<file path="src/sv/fmcd_pkg.sv">
// Package for the framed motor command deframer.
// Frame constants, phase encoding and the stage-to-stage frame word type.
// No dependencies.
package fmcd_pkg;

    localparam logic [7:0] HDR_BYTE    = 8'hFF;
    localparam logic [7:0] TRL_BYTE    = 8'hFE;
    localparam logic [7:0] ANGLE_MARK  = 8'hFF;
    localparam int         PAYLOAD_LEN = 6;
    localparam int         CNT_W       = $clog2(PAYLOAD_LEN + 1);

    localparam logic KIND_ANGLE = 1'b0;
    localparam logic KIND_SPEED = 1'b1;

    typedef enum logic [2:0] {
        PH_HUNT    = 3'b001,
        PH_COLLECT = 3'b010,
        PH_WAIT    = 3'b100
    } phase_t;

    typedef logic [PAYLOAD_LEN-1:0][7:0] payload_t;

    // complete frame seen on the current word, plus its payload
    typedef struct packed {
        logic     done;
        payload_t payload;
    } frame_t;

endpackage

</file>
<file path="src/sv/fmcd_frame_fsm.sv">
// Frame tracker: header hunt, payload collection and trailer wait.
// Flags a good frame on the trailer word. Depends on fmcd_pkg.
module fmcd_frame_fsm (
    input  logic              clk,
    input  logic              rst_n,
    input  logic              word_valid,
    input  logic              step,
    input  logic [7:0]        word,
    output fmcd_pkg::frame_t  frame
);

    fmcd_pkg::phase_t                 phase_reg, phase_next;
    logic [fmcd_pkg::CNT_W-1:0]       count_reg, count_next;
    fmcd_pkg::payload_t               store_reg;

    always_comb
    begin
        phase_next = phase_reg;
        count_next = count_reg;
        unique case (phase_reg)
            fmcd_pkg::PH_COLLECT:
            begin
                count_next = count_reg + 1'b1;
                if (count_next >= fmcd_pkg::CNT_W'(fmcd_pkg::PAYLOAD_LEN))
                begin
                    phase_next = fmcd_pkg::PH_WAIT;
                end
            end
            fmcd_pkg::PH_WAIT:
            begin
                if (word == fmcd_pkg::TRL_BYTE)
                begin
                    phase_next = fmcd_pkg::PH_HUNT;
                end
            end
            default:
            begin
                phase_next = fmcd_pkg::PH_HUNT;
                if (word == fmcd_pkg::HDR_BYTE)
                begin
                    phase_next = fmcd_pkg::PH_COLLECT;
                    count_next = '0;
                end
            end
        endcase
    end

    always_ff @(posedge clk or negedge rst_n)
    begin
        if (!rst_n)
        begin
            phase_reg <= fmcd_pkg::PH_HUNT;
            count_reg <= '0;
        end
        else if (word_valid && step)
        begin
            phase_reg <= phase_next;
            count_reg <= count_next;
        end
    end

    always_ff @(posedge clk)
    begin
        if (word_valid && step && phase_reg == fmcd_pkg::PH_COLLECT
            && count_reg < fmcd_pkg::CNT_W'(fmcd_pkg::PAYLOAD_LEN))
        begin
            store_reg[count_reg[$clog2(fmcd_pkg::PAYLOAD_LEN)-1:0]] <= word;
        end
    end

    assign frame.done    = word_valid && phase_reg == fmcd_pkg::PH_WAIT
                           && word == fmcd_pkg::TRL_BYTE;
    assign frame.payload = store_reg;

endmodule

</file>
<file path="src/sv/fmcd_cmd_update.sv">
// Command decode: updates held angles or speeds on a good frame and
// holds the result word until taken. Depends on fmcd_pkg.
module fmcd_cmd_update (
    input  logic                clk,
    input  logic                rst_n,
    input  logic                step,
    input  fmcd_pkg::frame_t    frame,
    input  logic                out_stall,
    output logic                out_valid,
    output logic                frame_kind,
    output logic [7:0]          angle_first,
    output logic [7:0]          angle_second,
    output logic signed [15:0]  left_speed,
    output logic signed [15:0]  right_speed
);

    logic [7:0]  angle_a_reg, angle_a_next;
    logic [7:0]  angle_b_reg, angle_b_next;
    logic [15:0] left_reg, left_next;
    logic [15:0] right_reg, right_next;
    logic        kind_next;
    logic        valid_reg;
    logic        kind_reg;
    logic [15:0] left_raw, right_raw;
    logic        load;

    assign left_raw  = {frame.payload[1], frame.payload[2]};
    assign right_raw = {frame.payload[4], frame.payload[5]};
    assign load      = step && frame.done;

    always_comb
    begin
        angle_a_next = angle_a_reg;
        angle_b_next = angle_b_reg;
        left_next    = left_reg;
        right_next   = right_reg;
        if (frame.payload[1] == fmcd_pkg::ANGLE_MARK)
        begin
            kind_next    = fmcd_pkg::KIND_ANGLE;
            angle_a_next = frame.payload[2];
            angle_b_next = frame.payload[3];
        end
        else
        begin
            kind_next  = fmcd_pkg::KIND_SPEED;
            left_next  = (frame.payload[0] != 8'h00) ? 16'(-left_raw)  : left_raw;
            right_next = (frame.payload[3] != 8'h00) ? 16'(-right_raw) : right_raw;
        end
    end

    always_ff @(posedge clk or negedge rst_n)
    begin
        if (!rst_n)
        begin
            angle_a_reg <= '0;
            angle_b_reg <= '0;
            left_reg    <= '0;
            right_reg   <= '0;
            valid_reg   <= 1'b0;
        end
        else
        begin
            if (load)
            begin
                angle_a_reg <= angle_a_next;
                angle_b_reg <= angle_b_next;
                left_reg    <= left_next;
                right_reg   <= right_next;
                valid_reg   <= 1'b1;
            end
            else if (!out_stall)
            begin
                valid_reg <= 1'b0;
            end
        end
    end

    always_ff @(posedge clk)
    begin
        if (load)
        begin
            kind_reg <= kind_next;
        end
    end

    assign out_valid    = valid_reg;
    assign frame_kind   = kind_reg;
    assign angle_first  = angle_a_reg;
    assign angle_second = angle_b_reg;
    assign left_speed   = left_reg;
    assign right_speed  = right_reg;

endmodule

</file>
<file path="src/sv/framed_motor_command_deframer_unit.sv">
// Path: trailer word into the input word register, then the result registers.
// Throughput: one input word per cycle; the input stalls only while a finished
// result is held and the word in the input register completes another frame.
// Reset (rst_n, async, active low): header hunt, held angles and speeds zero.
// Depends on fmcd_pkg, fmcd_frame_fsm, fmcd_cmd_update.
module framed_motor_command_deframer_unit (
    input  logic               clk,
    input  logic               rst_n,
    input  logic               in_valid,
    output logic               in_stall,
    input  logic [7:0]         rx_byte,
    output logic               out_valid,
    input  logic               out_stall,
    output logic               frame_kind,
    output logic [7:0]         angle_first,
    output logic [7:0]         angle_second,
    output logic signed [15:0] left_speed,
    output logic signed [15:0] right_speed
);

    logic             word_valid_reg;
    logic [7:0]       word_reg;
    logic             hold;
    logic             step;
    fmcd_pkg::frame_t frame;

    assign hold     = frame.done && out_valid && out_stall;
    assign step     = !hold;
    assign in_stall = hold;

    always_ff @(posedge clk or negedge rst_n)
    begin
        if (!rst_n)
        begin
            word_valid_reg <= 1'b0;
        end
        else if (step)
        begin
            word_valid_reg <= in_valid;
        end
    end

    always_ff @(posedge clk)
    begin
        if (in_valid && step)
        begin
            word_reg <= rx_byte;
        end
    end

    fmcd_frame_fsm u_frame (
        .clk        (clk),
        .rst_n      (rst_n),
        .word_valid (word_valid_reg),
        .step       (step),
        .word       (word_reg),
        .frame      (frame)
    );

    fmcd_cmd_update u_cmd (
        .clk          (clk),
        .rst_n        (rst_n),
        .step         (step),
        .frame        (frame),
        .out_stall    (out_stall),
        .out_valid    (out_valid),
        .frame_kind   (frame_kind),
        .angle_first  (angle_first),
        .angle_second (angle_second),
        .left_speed   (left_speed),
        .right_speed  (right_speed)
    );

endmodule

</file>
<file path="config.mk">
export PLATFORM = sky130hd
export DESIGN_NAME = framed_motor_command_deframer_unit
export DESIGN_NICKNAME = d
export VERILOG_FILES = /design/src/sv/fmcd_pkg.sv /design/src/sv/fmcd_frame_fsm.sv /design/src/sv/fmcd_cmd_update.sv /design/src/sv/framed_motor_command_deframer_unit.sv
export SDC_FILE = /design/constraint.sdc
export NUM_CORES = 1
export LEC_CHECK = 0
export ABC_AREA = 1
export BUFFER_PORTS_ARGS = -buffer_cell sky130_fd_sc_hd__clkbuf_2
export CAP_MARGIN = 20
export CORE_ASPECT_RATIO = 1.4
export CORE_UTILIZATION = 60
export DETAILED_ROUTE_END_ITERATION = 10
export HOLD_SLACK_MARGIN = 0.15
export PLACE_DENSITY = 0.79
export SYNTH_ARGS = -nofsm -noshare
export SYNTH_HDL_FRONTEND = slang
export SYNTH_SLANG_ARGS = --single-unit
</file>
<file path="constraint.sdc">
create_clock -name clk -period 4.37 [get_ports clk]
set_clock_uncertainty 0.05 [all_clocks]
set_input_delay 0.437 -clock clk [delete_from_list [all_inputs] [get_ports clk]]
set_output_delay 0.437 -clock clk [all_outputs]
set_load 0.01 [all_outputs]
</file>
Yosys cells after proc, flatten, opt, wreduce, memory -nomap -nowiden
Cells that the tools add are included.
Widths: inputs -> output; s select.
{"block": "classes", "addsub": 3, "magnitude_cmp": 4, "n_eq_ne": 8, "mux": 14, "bitwise": 2, "reduce_logical": 18}
{"cell": "$bwmux 48", "count": 1}
{"cell": "$mux 16", "count": 2}
{"cell": "$neg 16->16", "count": 2}
{"cell": "$demux 8 s3", "count": 1}
{"cell": "$eq 8x8->1 const B", "count": 3}
{"cell": "$reduce_bool 8->1", "count": 2}
{"cell": "$pmux 3 s2", "count": 2}
{"cell": "$logic_and 1x1->1", "count": 10}
{"cell": "$mux 3", "count": 3}
{"cell": "$mux 8", "count": 1}
{"cell": "$reduce_and 3->1", "count": 2}
{"cell": "$lt 3x4->1 const B", "count": 1}
{"cell": "$ne 2x1->1 const B", "count": 2}
{"cell": "$reduce_and 2->1", "count": 2}
{"cell": "$add 3x1->3 const B", "count": 1}
{"cell": "$eq 3x2->1 const B", "count": 1}
{"cell": "$eq 3x3->1 const B", "count": 1}
{"cell": "$ge 3x1->1 const B", "count": 1}
{"cell": "$ge 3x3->1 const B", "count": 1}
{"cell": "$lt 3x3->1 const B", "count": 1}
{"cell": "$mux 1", "count": 3}
{"cell": "$mux 2", "count": 1}
{"cell": "$ne 2x2->1 const B", "count": 1}
{"cell": "$not 1->1", "count": 2}
{"cell": "other kinds (2)", "count": 2}
{"block": "word_totals", "reg_bits": 113, "inputBits": 12, "output_inout_bits": 51, "wordCells": 65}

Depth between registers and ports, before layout
Gate-level depths: netlist of the first run.
{"block": "logic_depth", "depth_word": 9, "mapped_depth": 10, "mapped_depth_nobuf": 10}

Hierarchy
From an unflattened synthesis of the first run, not the netlist that was laid out.
{"block": "hier_totals", "hier_cells": 546, "hier_area_um2": 5185.0}
{"mod": "fmcd_cmd_update", "instances": 1, "cells_per_inst": 407, "area_each_um2": 2951.6, "seq_area_each_um2": 1256.2}
{"mod": "fmcd_frame_fsm", "instances": 1, "cells_per_inst": 124, "area_each_um2": 1934.4, "seq_area_each_um2": 1592.8}
{"mod": "framed_motor_command_deframer_unit", "instances": 1, "cells_per_inst": 15, "area_each_um2": 299.0, "seq_area_each_um2": 265.3}

Worst setup path after synthesis of the first run
OpenSTA, ideal clock, no wires.
{"block": "synth_path", "kind": "register to register", "start": "register u_frame.phase_reg[0]", "end": "register u_frame.store_reg, in the netlist u_frame.frame[32] (enable)", "t_arrival_ns": 1.589, "required_ns": 3.937, "setup_slack_ns": 2.347, "path_stages_with_launch": 7, "path_buffers": 0, "path_cell_list": "dfstp_2 -> inv_1 -> nand3_1 -> nor2_2 -> nand3_1 -> nand2_1 -> nor3_1"}
{"block": "synth_via", "elab_chain_len": 9}
{"item": "from (decl)", "line": "fmcd_frame_fsm.sv:12", "text": "fmcd_pkg::phase_t phase_reg, phase_next;"}
{"item": "from (signal assigned)", "line": "fmcd_frame_fsm.sv:52", "text": "phase_reg <= fmcd_pkg::PH_HUNT;"}
{"item": "from (signal assigned)", "line": "fmcd_frame_fsm.sv:57", "text": "phase_reg <= phase_next;"}
{"item": "$eq 3x3->1", "line": "fmcd_frame_fsm.sv:71", "text": "assign frame.done = word_valid && phase_reg == fmcd_pkg::PH_WAIT"}
{"item": "$logic_and 1x1->1", "line": "fmcd_frame_fsm.sv:71"}
{"item": "$logic_and 1x1->1", "line": "fmcd_frame_fsm.sv:72", "text": "&& word == fmcd_pkg::TRL_BYTE;"}
{"item": "$logic_and 1x1->1 (2 in a row)", "line": "framed_motor_command_deframer_unit.sv:27", "text": "assign hold = frame.done && out_valid && out_stall;"}
{"item": "$logic_not 1->1", "line": "framed_motor_command_deframer_unit.sv:28", "text": "assign step = !hold;"}
{"item": "$logic_and 1x1->1", "line": "fmcd_frame_fsm.sv:64", "text": "if (word_valid && step && phase_reg == fmcd_pkg::PH_COLLECT"}
{"item": "$logic_and 1x1->1 *", "line": "fmcd_frame_fsm.sv:64"}
{"item": "$logic_and 1x1->1 *", "line": "fmcd_frame_fsm.sv:65", "text": "&& count_reg < fmcd_pkg::CNT_W'(fmcd_pkg::PAYLOAD_LEN))"}
{"item": "to (signal, indexed assignment)", "line": "fmcd_frame_fsm.sv:67", "text": "store_reg[count_reg[$clog2(fmcd_pkg::PAYLOAD_LEN)-1:0]] <= word;"}
{"item": "to (decl)", "line": "fmcd_frame_fsm.sv:14", "text": "fmcd_pkg::payload_t store_reg;"}
Every way passes the cells marked *; elsewhere a longest branch is shown, timed or not.
A chain may end at the register's enable or synchronous reset.

Worst setup path in the final report of the first run
{"block": "layout_path", "start": "register word_reg[1]", "end": "register u_frame.store_reg, in the netlist u_frame.frame[6] (enable)"}
{"block": "layout_via", "elab_chain_len": 8}
{"item": "from (decl)", "line": "framed_motor_command_deframer_unit.sv:22", "text": "logic [7:0] word_reg;"}
{"item": "from (signal assigned)", "line": "framed_motor_command_deframer_unit.sv:47", "text": "word_reg <= rx_byte;"}
{"item": "$eq 8x8->1", "line": "fmcd_frame_fsm.sv:72"}
{"item": "$logic_and 1x1->1", "line": "fmcd_frame_fsm.sv:72"}
{"item": "$logic_and 1x1->1 (2 in a row)", "line": "framed_motor_command_deframer_unit.sv:27"}
{"item": "$logic_not 1->1", "line": "framed_motor_command_deframer_unit.sv:28"}
{"item": "$logic_and 1x1->1 (2 in a row)", "line": "fmcd_frame_fsm.sv:64"}
{"item": "$logic_and 1x1->1", "line": "fmcd_frame_fsm.sv:65"}
No other way between the ends.

==> results.ini, run 1 <==
[global_route]
overflow = 0
grt_pass1_vias = 3610
antenna_found_initial = 0
grt_util_all_layers_pct = 25.0
grt_max_degree = 57
grt_pass1_wl_mm = 16.6

[cells_and_area]
fillerInstances = 555
largest_register_ffs = 48
multi_input_area_um2 = 1730
drive_above_1_share_pct = 20.6
final_common_cell = nand2_1
seqCellArea_um2 = 3110
antenna_cells = 0
layout-area-overhead-vs-synth_pct = 21.4
final_cell_mix = nand2_1 (187), clkbuf_2 (62), edfxtp_1 (57), dfrtp_1 (55), inv_1 (50)
final_nets = 630

[setup_path]
cp_max_fo = 8
end_kind = flop
worstSetupStartpointType = flop
arrival_ns = 2.43
required_ns = 4.35
worst-setup-path-type = flop to flop

[outcome]
status = complete, no violations

[synthesis]
synthDominantCellAreaShare_pct = 33.4
synth_area_leaders = edfxtp_1 (33%), dfrtp_1 (27%), nand2_1 (14%), nand3_1 (4.0%), inv_1 (3.7%)
ys_types = 31
syn_inst = 531
syn_area_um2 = 5130
synth_top_area_cell = edfxtp_1
avgSynthCellArea_um2 = 9.66
synth.yosys.seq_area_share_pct = 60.7
synth.net_count = 547
ys_warn_count = 0
yosys_register_bits = 113

[clocking]
cts_made_buffers = 17
clk_pin_slew_worst_paths_ns = 0.05
ctsRootBufferMaster = clkbuf_16
htreeDepth = 4
post_cts_buffers = 0
clk_latency_ns = 0.42
cts_tree = yes
cts_resized = 0
cts_max_path_buffers = 2
clock_sinks = 113

[route]
remaining_drc_errors = 0
via_per_inst = 5.22
drt.antenna.violating_nets = 0
first_iter_violations = 376
vias = 3809
drtPass1Iterations = 5
routedWlPerCell_um = 14.0
finalWirelength_mm = 10.2

[placement]
pre_cts_slack_ns = 1.95
port_buffers = 62
dp_hpwl_mm = 6.91
gp_congestion = 0.928

[power]
p_per_area_nw_per_um2 = 427
peakVddDrop_uv = 433
pwr-share-clk_pct = 55.6
p_sw_uw = 511
p_sw_share_pct = 19.2
leakage_nw = 3.10
internal_power_mw = 2.15
power_frac_comb_pct = 1.2
power_frac_seq_pct = 43.2

[floorplan]
die_w_um = 80.1
core-area_um2 = 8250
chipHeight_um = 111
io_pins = 63
initial_utilization_pct = 62.2
rows = 39
die-area_um2 = 8930

[timing]
setup_slack_ns = 1.92
rsz0062_at_grt = no
period_minus_slack_ns = 2.45
final-max-slew-violation-count = 0
setup_tns_ns = 0
hold_violations = 0
fin_crit_sh_pct = 56.2
tightest_slew_ns = 1.03
max_freq_ghz = 0.407
setup_viol = 0
relSlewSlack_pct = 31.0

[min_path]
hold_path.class = input pin to flop

[run]
cap_viol_max_count = 0

==> final timing paths <==
kind,startpoint,to,slack (ns),cells after the start
min,rx_byte[3],word_reg[3]$_DFFE_PP_,0.16,1
min reg2reg,u_cmd.angle_second[7]$_DFFE_PN0P_,u_cmd.angle_second[7]$_DFFE_PN0P_,0.42,2
max,word_reg[1]$_DFFE_PP_,u_frame.frame[6]$_DFFE_PP_,1.92,7
max reg2reg,word_reg[1]$_DFFE_PP_,u_frame.frame[6]$_DFFE_PP_,1.92,7
min in group asynchronous,rst_n,u_cmd.angle_first[0]$_DFFE_PN0P_,0.65,3
max in group asynchronous,rst_n,u_cmd.right_speed[9]$_DFFE_PN0P_,3.17,3
==> what timing repair did <==
action                                 in CTS  in global routing
endpoints found under the hold margin      62                  0
hold buffers                                8                  0
setup endpoints to repair                   0                  0
==> cell usage after synthesis (all sizes together) <==
library cell	number
nand2	190
edfxtp	57
dfrtp	55
inv	52
nor2	50
nand3	41
o21ai	34
buf	10
nor3	9
xor2	8
nand4	5
ha	4
o211ai	4
a21oi	3
nand3b	3
or2	2
xnor2	2
dfstp	1
o22ai	1
==> worst max-delay path: stages, from the launching register on <==
cell,delay (ns)
edfxtp_1,0.53
inv_1,0.10
nor2_1,0.05
nand2_1,0.13
nor2_4,0.06
nand3_1,0.16
nand2_1,0.16
nor3_1,0.81
==> power groups by stage <==
stage / Sequential, mW / Clock, mW / Combinational [mW]
6_report: 1.15 / 1.48 / 0.0309
3_5_place_dp: 1.17 / 0 / 0.0256
4_1_cts: 1.15 / 1.49 / 0.0315
5_1_grt: 1.15 / 1.54 / 0.0351
2_1_floorplan: 1.16 / 0 / 0.00804
3_3_place_gp: 1.17 / 0 / 0.0249
==> layout make-up <==
type	count	share of cell area, %
Tap cell	102	2.05
Clock buffer	20	7.49
Sequential cell	113	50.0
Multi-Input combinational cell	356	27.7
Clock inverter	12	2.87
Timing Repair Buffer	74	6.67
Inverter	52	3.17
==> metrics by stage <==
step                      hold WS [ns]  instances  util [%]  area [um2]  power [mW]
final                            0.163        729      75.5        6230        2.66
after global routing             0.155        729      75.5        6230        2.72
after CTS                        0.157        726      75.3        6210        2.67
after detailed placement         0.412        686      66.5        5480        1.19
after global placement           0.406        686      66.5        5480        1.19
after floorplan                 0.0914        531         -        5130        1.17
==> cell families (layout without fill, tap and decap cells) <==
family | after synthesis | in the layout | share of synthesized area, %
flip-flops | 113 | 113 | 60.7
XOR/XNOR | 10 | 10 | 1.71
buffers and inverters | 62 | 158 | 5.61
AO/OA/AOI/OAI | 42 | 42 | 5.49
AND/OR/NAND/NOR | 300 | 300 | 25.5
adder cells (fa/ha/maj) | 4 | 4 | 0.976
==> routing by layer <==
layer,vias up,track usage (%),share of wire [%]
met5,-,0,0
met1,1798,30.0,42
met4,0,13.3,2.1
met3,17,5.49,4.1
li1,1899,-,-
met2,95,41.4,52
(Power assumes the default switching activity.)
==> inputs of run 2 (changes only) <==
--- a/config.mk
+++ b/config.mk
@@ -9,10 +9,10 @@
 export BUFFER_PORTS_ARGS = -buffer_cell sky130_fd_sc_hd__clkbuf_2
 export CAP_MARGIN = 20
 export CORE_ASPECT_RATIO = 1.4
-export CORE_UTILIZATION = 60
+export CORE_UTILIZATION = 52
 export DETAILED_ROUTE_END_ITERATION = 10
 export HOLD_SLACK_MARGIN = 0.15
-export PLACE_DENSITY = 0.79
+export PLACE_DENSITY = 0.72
 export SYNTH_ARGS = -nofsm -noshare
 export SYNTH_HDL_FRONTEND = slang
 export SYNTH_SLANG_ARGS = --single-unit
==> constraint.sdc (replaced) <==
create_clock -name clk -period 2.2 [get_ports clk]
set_clock_uncertainty 0.05 [all_clocks]
set_input_delay 0.22 -clock clk [delete_from_list [all_inputs] [get_ports clk]]
set_output_delay 0.22 -clock clk [all_outputs]
set_load 0.01 [all_outputs]
==> results.ini, run 2 (synthesis gave the netlist of run 1 again) <==
[timing]
setup_viol = 0
rsz0062_at_grt = no
max_freq_ghz = 0.544
period_minus_slack_ns = 1.84
final-max-slew-violation-count = 0
setup_slack_ns = 0.362
hold_violations = 0
tightest_slew_ns = 0.697
setup_tns_ns = 0
fin_crit_sh_pct = 83.5
relSlewSlack_pct = 53.5

[setup_path]
required_ns = 2.26
worst-setup-path-type = flop to flop
rrSetupSlack_ns = 0.36
reg2regPathDepth = 8
cp_max_fo = 8
end_kind = flop
worstSetupStartpointType = flop
r2r_start = u_frame.phase_reg[0]$_DFFE_PN1P_
worstSetupStartpoint = u_frame.phase_reg[0]$_DFFE_PN1P_
crit_path_end = u_frame.frame[10]$_DFFE_PP_
r2r_end = u_frame.frame[10]$_DFFE_PP_
arrival_ns = 1.90

[route]
finalWirelength_mm = 10.5
drt.antenna.violating_nets = 0
route.met3.wl_um = 371
via_per_inst = 4.95
first_iter_violations = 195
route.layer.met1.wl_mm = 4.52
vias = 3847
remaining_drc_errors = 0
drtPass1Iterations = 4
wl_met2_mm = 5.33
routedWlPerCell_um = 13.5
top_layer = met4

[clocking]
clk_pin_slew_worst_paths_ns = 0.05
cts_resized = 0
clk_latency_ns = 0.41
cts_made_buffers = 17
htreeDepth = 4
cts_max_path_buffers = 2
ctsRootBufferMaster = clkbuf_16
cts_tree = yes
clock_sinks = 113

[cells_and_area]
seqCellArea_um2 = 3110
final_nets = 648
post-route-util_pct = 66.5
final_cell_mix = nand2_1 (187), clkbuf_2 (62), edfxtp_1 (57), dfrtp_1 (55), inv_1 (50)
antenna_cells = 0
multi_input_area_um2 = 1730
layout-area-overhead-vs-synth_pct = 23.3
fin_area_um2 = 6320
largest_register_ffs = 48
fillerInstances = 760
final_common_cell = nand2_1
drive_above_1_share_pct = 21.4

[global_route]
grt_max_degree = 57
grt_pass1_vias = 3738
antenna_found_initial = 0
overflow = 0
grt_pass1_wl_mm = 17.7
grt_util_all_layers_pct = 22.6

[placement]
dp_hpwl_mm = 7.34
gp_congestion = 0.941
port_buffers = 62
placed_cell_area_um2 = 5660
pre_cts_slack_ns = 0.386

[floorplan]
core-area_um2 = 9510
chipHeight_um = 120
rows = 42
io_pins = 63
die_w_um = 85.9
die-area_um2 = 10300
initial_utilization_pct = 53.9

[run]
cap_viol_max_count = 0

[outcome]
status = complete, no violations

[min_path]
hold_depth = 2
hold_path.class = flop to flop

[power]
leakage_nw = 3.14
p_per_area_nw_per_um2 = 773
peakVddDrop_uv = 605

-- run 2: changes by cell type in the layout (fill, tap and decap cells not counted), sizes merged --
| cell | change |
|---|---|
| clkbuf | +6 |
| clkinvlp | -2 |
| bufinv | -3 |
| inv | -2 |
| buf | +16 |
| dlygate4sd3 | +3 |
-- run 2: repair_timing --
action                    4_1_cts  5_1_grt
hold endpoints to repair       65        0
hold buffers                   11        0
setup buffers                   0        0
-- run 2: per-stage QoR --
stage	cells	hold slack [ns]	total power, mW
after floorplan	531	-0.126	2.32
after global placement	734	0.334	2.39
after detailed placement	734	0.350	2.40
after CTS	777	0.425	4.93
after global routing	777	0.441	5.04
final	777	0.422	4.89
-- run 2: routing by layer --
metal	track usage, %	up-vias
met5	0	-
met4	11.6	0
met3	5.16	21
met2	37.3	101
met1	27.7	1794
li1	-	1931
-- run 2: worst max-delay path, cell delays in order (launching register included) --
cell and delay [ns]:
dfstp_2 0.52, inv_1 0.06, nand3_1 0.12, nor2_2 0.07, nand3_1 0.11, buf_4 0.14
nand2_1 0.10, nor3_1 0.17, buf_4 0.20
-- run 2: cell type report --
class	instances	share of cell area [%]
Tap cell	132	2.61
Multi-Input combinational cell	356	27.3
Clock buffer	27	7.96
Clock inverter	5	0.831
Sequential cell	113	49.3
Timing Repair Buffer	92	8.91
Inverter	52	3.13
-- run 2: worst min path at each step --
stage                                                  from                                 to  slack, ns
final                      u_cmd.left_speed[11]$_DFFE_PN0P_   u_cmd.left_speed[11]$_DFFE_PN0P_       0.42
after floorplan                                       rst_n   u_cmd.angle_first[0]$_DFFE_PN0P_      -0.13
after CTS                 u_cmd.angle_second[4]$_DFFE_PN0P_  u_cmd.angle_second[4]$_DFFE_PN0P_       0.43
after detailed placement                              rst_n  u_cmd.angle_second[0]$_DFFE_PN0P_       0.35
after global placement                                rst_n  u_cmd.angle_second[1]$_DFFE_PN0P_       0.33
after global routing      u_cmd.angle_second[3]$_DFFE_PN0P_  u_cmd.angle_second[3]$_DFFE_PN0P_       0.44
-- run 2: power breakdown --
group	internal, mW	switching (mW)	total (mW)
clock	1.66	0.854	2.52
combinational	0.0401	0.0677	0.108
sequential	2.25	0.00805	2.26
==> inputs of run 3 (changes only) <==
--- a/config.mk
+++ b/config.mk
@@ -5,14 +5,14 @@
 export SDC_FILE = /design/constraint.sdc
 export NUM_CORES = 1
 export LEC_CHECK = 0
-export ABC_AREA = 1
+export ABC_AREA = 0
 export BUFFER_PORTS_ARGS = -buffer_cell sky130_fd_sc_hd__clkbuf_2
 export CAP_MARGIN = 20
 export CORE_ASPECT_RATIO = 1.4
-export CORE_UTILIZATION = 52
+export CORE_UTILIZATION = 57
 export DETAILED_ROUTE_END_ITERATION = 10
 export HOLD_SLACK_MARGIN = 0.15
-export PLACE_DENSITY = 0.72
+export PLACE_DENSITY = 0.76
 export SYNTH_ARGS = -nofsm -noshare
 export SYNTH_HDL_FRONTEND = slang
 export SYNTH_SLANG_ARGS = --single-unit
==> constraint.sdc (replaced) <==
create_clock -name clk -period 1.8 [get_ports clk]
set_clock_uncertainty 0.05 [all_clocks]
set_input_delay 0.18 -clock clk [delete_from_list [all_inputs] [get_ports clk]]
set_output_delay 0.18 -clock clk [all_outputs]
set_load 0.01 [all_outputs]
==> results.ini, run 3 <==
[setup_path]
worst-setup-path-type = flop to flop
r2r_end = u_cmd.left_speed[8]$_DFFE_PN0P_
cpMostUsedCell = nor2_4
rrSetupSlack_ns = -0.18
max_stage_delay_ns = 0.54
r2r_start = u_frame.frame[4]$_DFFE_PP_
cp_slowest_cell = or4_4
cp_max_fo = 8
end_kind = flop
path_cells = or4_4 -> nor2_4 -> buf_12 -> buf_4 -> nor2_4 -> xnor2_2 -> a21oi_1
arrival_ns = 2.21
path_buf_inv = 2
required_ns = 2.03
worstSetupStartpointType = flop
reg2regPathDepth = 7
crit_family = simple AND/OR/NAND/NOR gates

[clocking]
cts_tree = yes
htreeDepth = 4
clk_latency_ns = 0.42
clock_sinks = 113
cts_made_buffers = 17
ctsRootBufferMaster = clkbuf_16
cts_max_path_buffers = 2
clk_pin_slew_worst_paths_ns = 0.06

[route]
remaining_drc_errors = 0
vias = 3795
first_iter_violations = 225
drtPass1Iterations = 5
routedWlPerCell_um = 21.2
via_per_inst = 5.87
finalWirelength_mm = 13.7
drt.antenna.violating_nets = 0

[global_route]
grt_pass1_vias = 3534
grt_max_degree = 41
antenna_found_initial = 0
overflow = 0
grt_pass1_wl_mm = 17.4
grt_util_all_layers_pct = 28.3

[cells_and_area]
drive_above_1_share_pct = 48.1
layout-area-overhead-vs-synth_pct = 46.6
post-route-util_pct = 85.7
final_cell_mix = buf_4 (63), clkbuf_2 (61), edfxtp_1 (57), dfrtp_1 (55), nor2_1 (42)
antenna_cells = 0
final_nets = 548
final_common_cell = buf_4
largest_register_ffs = 48

[timing]
rsz0062_at_grt = yes
period_minus_slack_ns = 1.98
setup_viol = 71
relSlewSlack_pct = 66.0
tightest_slew_ns = 0.510
max_freq_ghz = 0.505
setup_slack_ns = -0.178
final-max-slew-violation-count = 0
fin_crit_sh_pct = 110
hold_violations = 0

[power]
peakVddDrop_uv = 858
p_per_area_nw_per_um2 = 885
power.total_mw = 6.14
leakage_nw = 3.09

[synthesis]
synthTopCellsByCount = edfxtp_1 (57), dfrtp_1 (55), nor2_1 (49), a21oi_1 (32), nor3_1 (16)
synthAdderAreaFrac_pct = 1.06
yosysMostFrequentCell = edfxtp_1
synthDominantCellAreaShare_pct = 36.2
ys.flop_type = edfxtp_1
syn_area_um2 = 4730
ys_warn_count = 0
ys_types = 41
synth_xor_area_share_pct = 4.07
yosys.area_share.simple_pct = 13.8
async_reset_ff_share_pct = 49.6
synth.net_count = 388
synthMuxAreaShare_pct = 5.74
synth.yosys.seq_area_share_pct = 65.8
synth_top_family_by_area = simple AND/OR/NAND/NOR gates
synth_area_leaders = edfxtp_1 (36%), dfrtp_1 (29%), nor2_1 (3.9%), a21oi_1 (3.4%), mux2_4 (3.2%)
synth_edf_count = 57
synth_compound_area_share_pct = 7.01
syn_inst = 372
yosys_register_bits = 113
avgSynthCellArea_um2 = 12.7
synth_top_area_cell = edfxtp_1

[outcome]
violations = setup timing
status = finished, violations left

[floorplan]
chipHeight_um = 110
io_pins = 63
die_w_um = 79.0
core-area_um2 = 8100
initial_utilization_pct = 58.4
rows = 39
die-area_um2 = 8680

[min_path]
hold_path.class = input pin to asynchronous set/reset pin

[placement]
dp_hpwl_mm = 6.53
pre_cts_slack_ns = -0.0671
port_buffers = 62
gp_congestion = 0.854

[run]
cap_viol_max_count = 0

## run 3: changes by cell type after synthesis, moves of 8 or more
cell / change
nand3_1: -38
nor4_1: +10
inv_1: -38
mux2_2: +9
o21ai_2: -16
xnor2_1: +10
a31oi_1: +8
nor3_1: +8
nand2_1: -172
a21oi_1: +29
o21ai_0: -9
mux2_4: +10
## run 3: worst reg2reg max path, delay by kind of cell, from the launching register on
family | cells | cell delay [ns]
buffers and inverters | 2 | 0.30
AOI/OAI and AO/OA | 1 | 0.12
xor gates and xnor gates | 1 | 0.21
DFF | 1 | 0.38
and+or+nand+nor | 3 | 0.79
## run 3: cells by family after synthesis
group	Yosys count
AOI/OAI and AO/OA	58
xor gates and xnor gates	22
adders and majority gates	4
buffers and inverters	24
DFF	113
muxes	21
and+or+nand+nor	130
## run 3: how the worst max path moves through the flow
stage	end	cells past startpoint	slack, ns	start
CTS	in_stall	5	-0.1	u_frame.phase_reg[1]$_DFFE_PN0P_
global placement	u_cmd.right_speed[12]$_DFFE_PN0P_	8	-0.01	u_frame.frame[41]$_DFFE_PP_
finish	u_cmd.left_speed[8]$_DFFE_PN0P_	7	-0.18	u_frame.frame[4]$_DFFE_PP_
floorplan	u_cmd.angle_first[4]$_DFFE_PN0P_	6	-0.009	word_reg[0]$_DFFE_PP_
global route	u_cmd.left_speed[8]$_DFFE_PN0P_	7	-0.23	u_frame.frame[5]$_DFFE_PP_
detailed placement	u_cmd.right_speed[11]$_DFFE_PN0P_	6	-0.07	u_frame.frame[41]$_DFFE_PP_
## run 3: cell type report
type	count	area [um2]
sequential	113	3110
multi-input combinational	236	1930
fill	347	1160
timing repair buffer	151	1160
clock buffer	19	443
tap	102	128
clock inverter	13	119
inverter	13	48.8
## run 3: timing repair
action	4_1_cts	5_1_grt
setup buffers	7	12
gates resized for setup	23	75
gates cloned	4	1
hold buffers	11	0
setup endpoints to repair	72	108
pin swaps	8	26
hold endpoints to repair	66	0
## run 3: power breakdown
part	internal, mW	switching, mW
sequential	2.75	0.0125
clock	2.04	1.17
combinational	0.0658	0.0969
total	4.86	1.28
## run 3: layer usage
layer,vias to the layer above,part of all wire (%),global-route usage (%)
met1,1904,36,29.2
met5,-,0,0
met3,40,5.8,10.3
met4,0,3.2,11.7
met2,177,55,51.3
li1,1674,-,-
## run 3: per-stage QoR
step / hold slack (ns) / instances / setup TNS [ns] / area [um2]
after floorplan: -0.166 / 372 / -0.0899 / 4790
after global placement: 0.110 / 581 / -0.0128 / 5610
after detailed placement: 0.114 / 581 / -0.763 / 5610
after CTS: 0.208 / 634 / -1.17 / 6500
after global routing: 0.259 / 647 / -10.41 / 6940
final: 0.212 / 647 / -4.38 / 6940
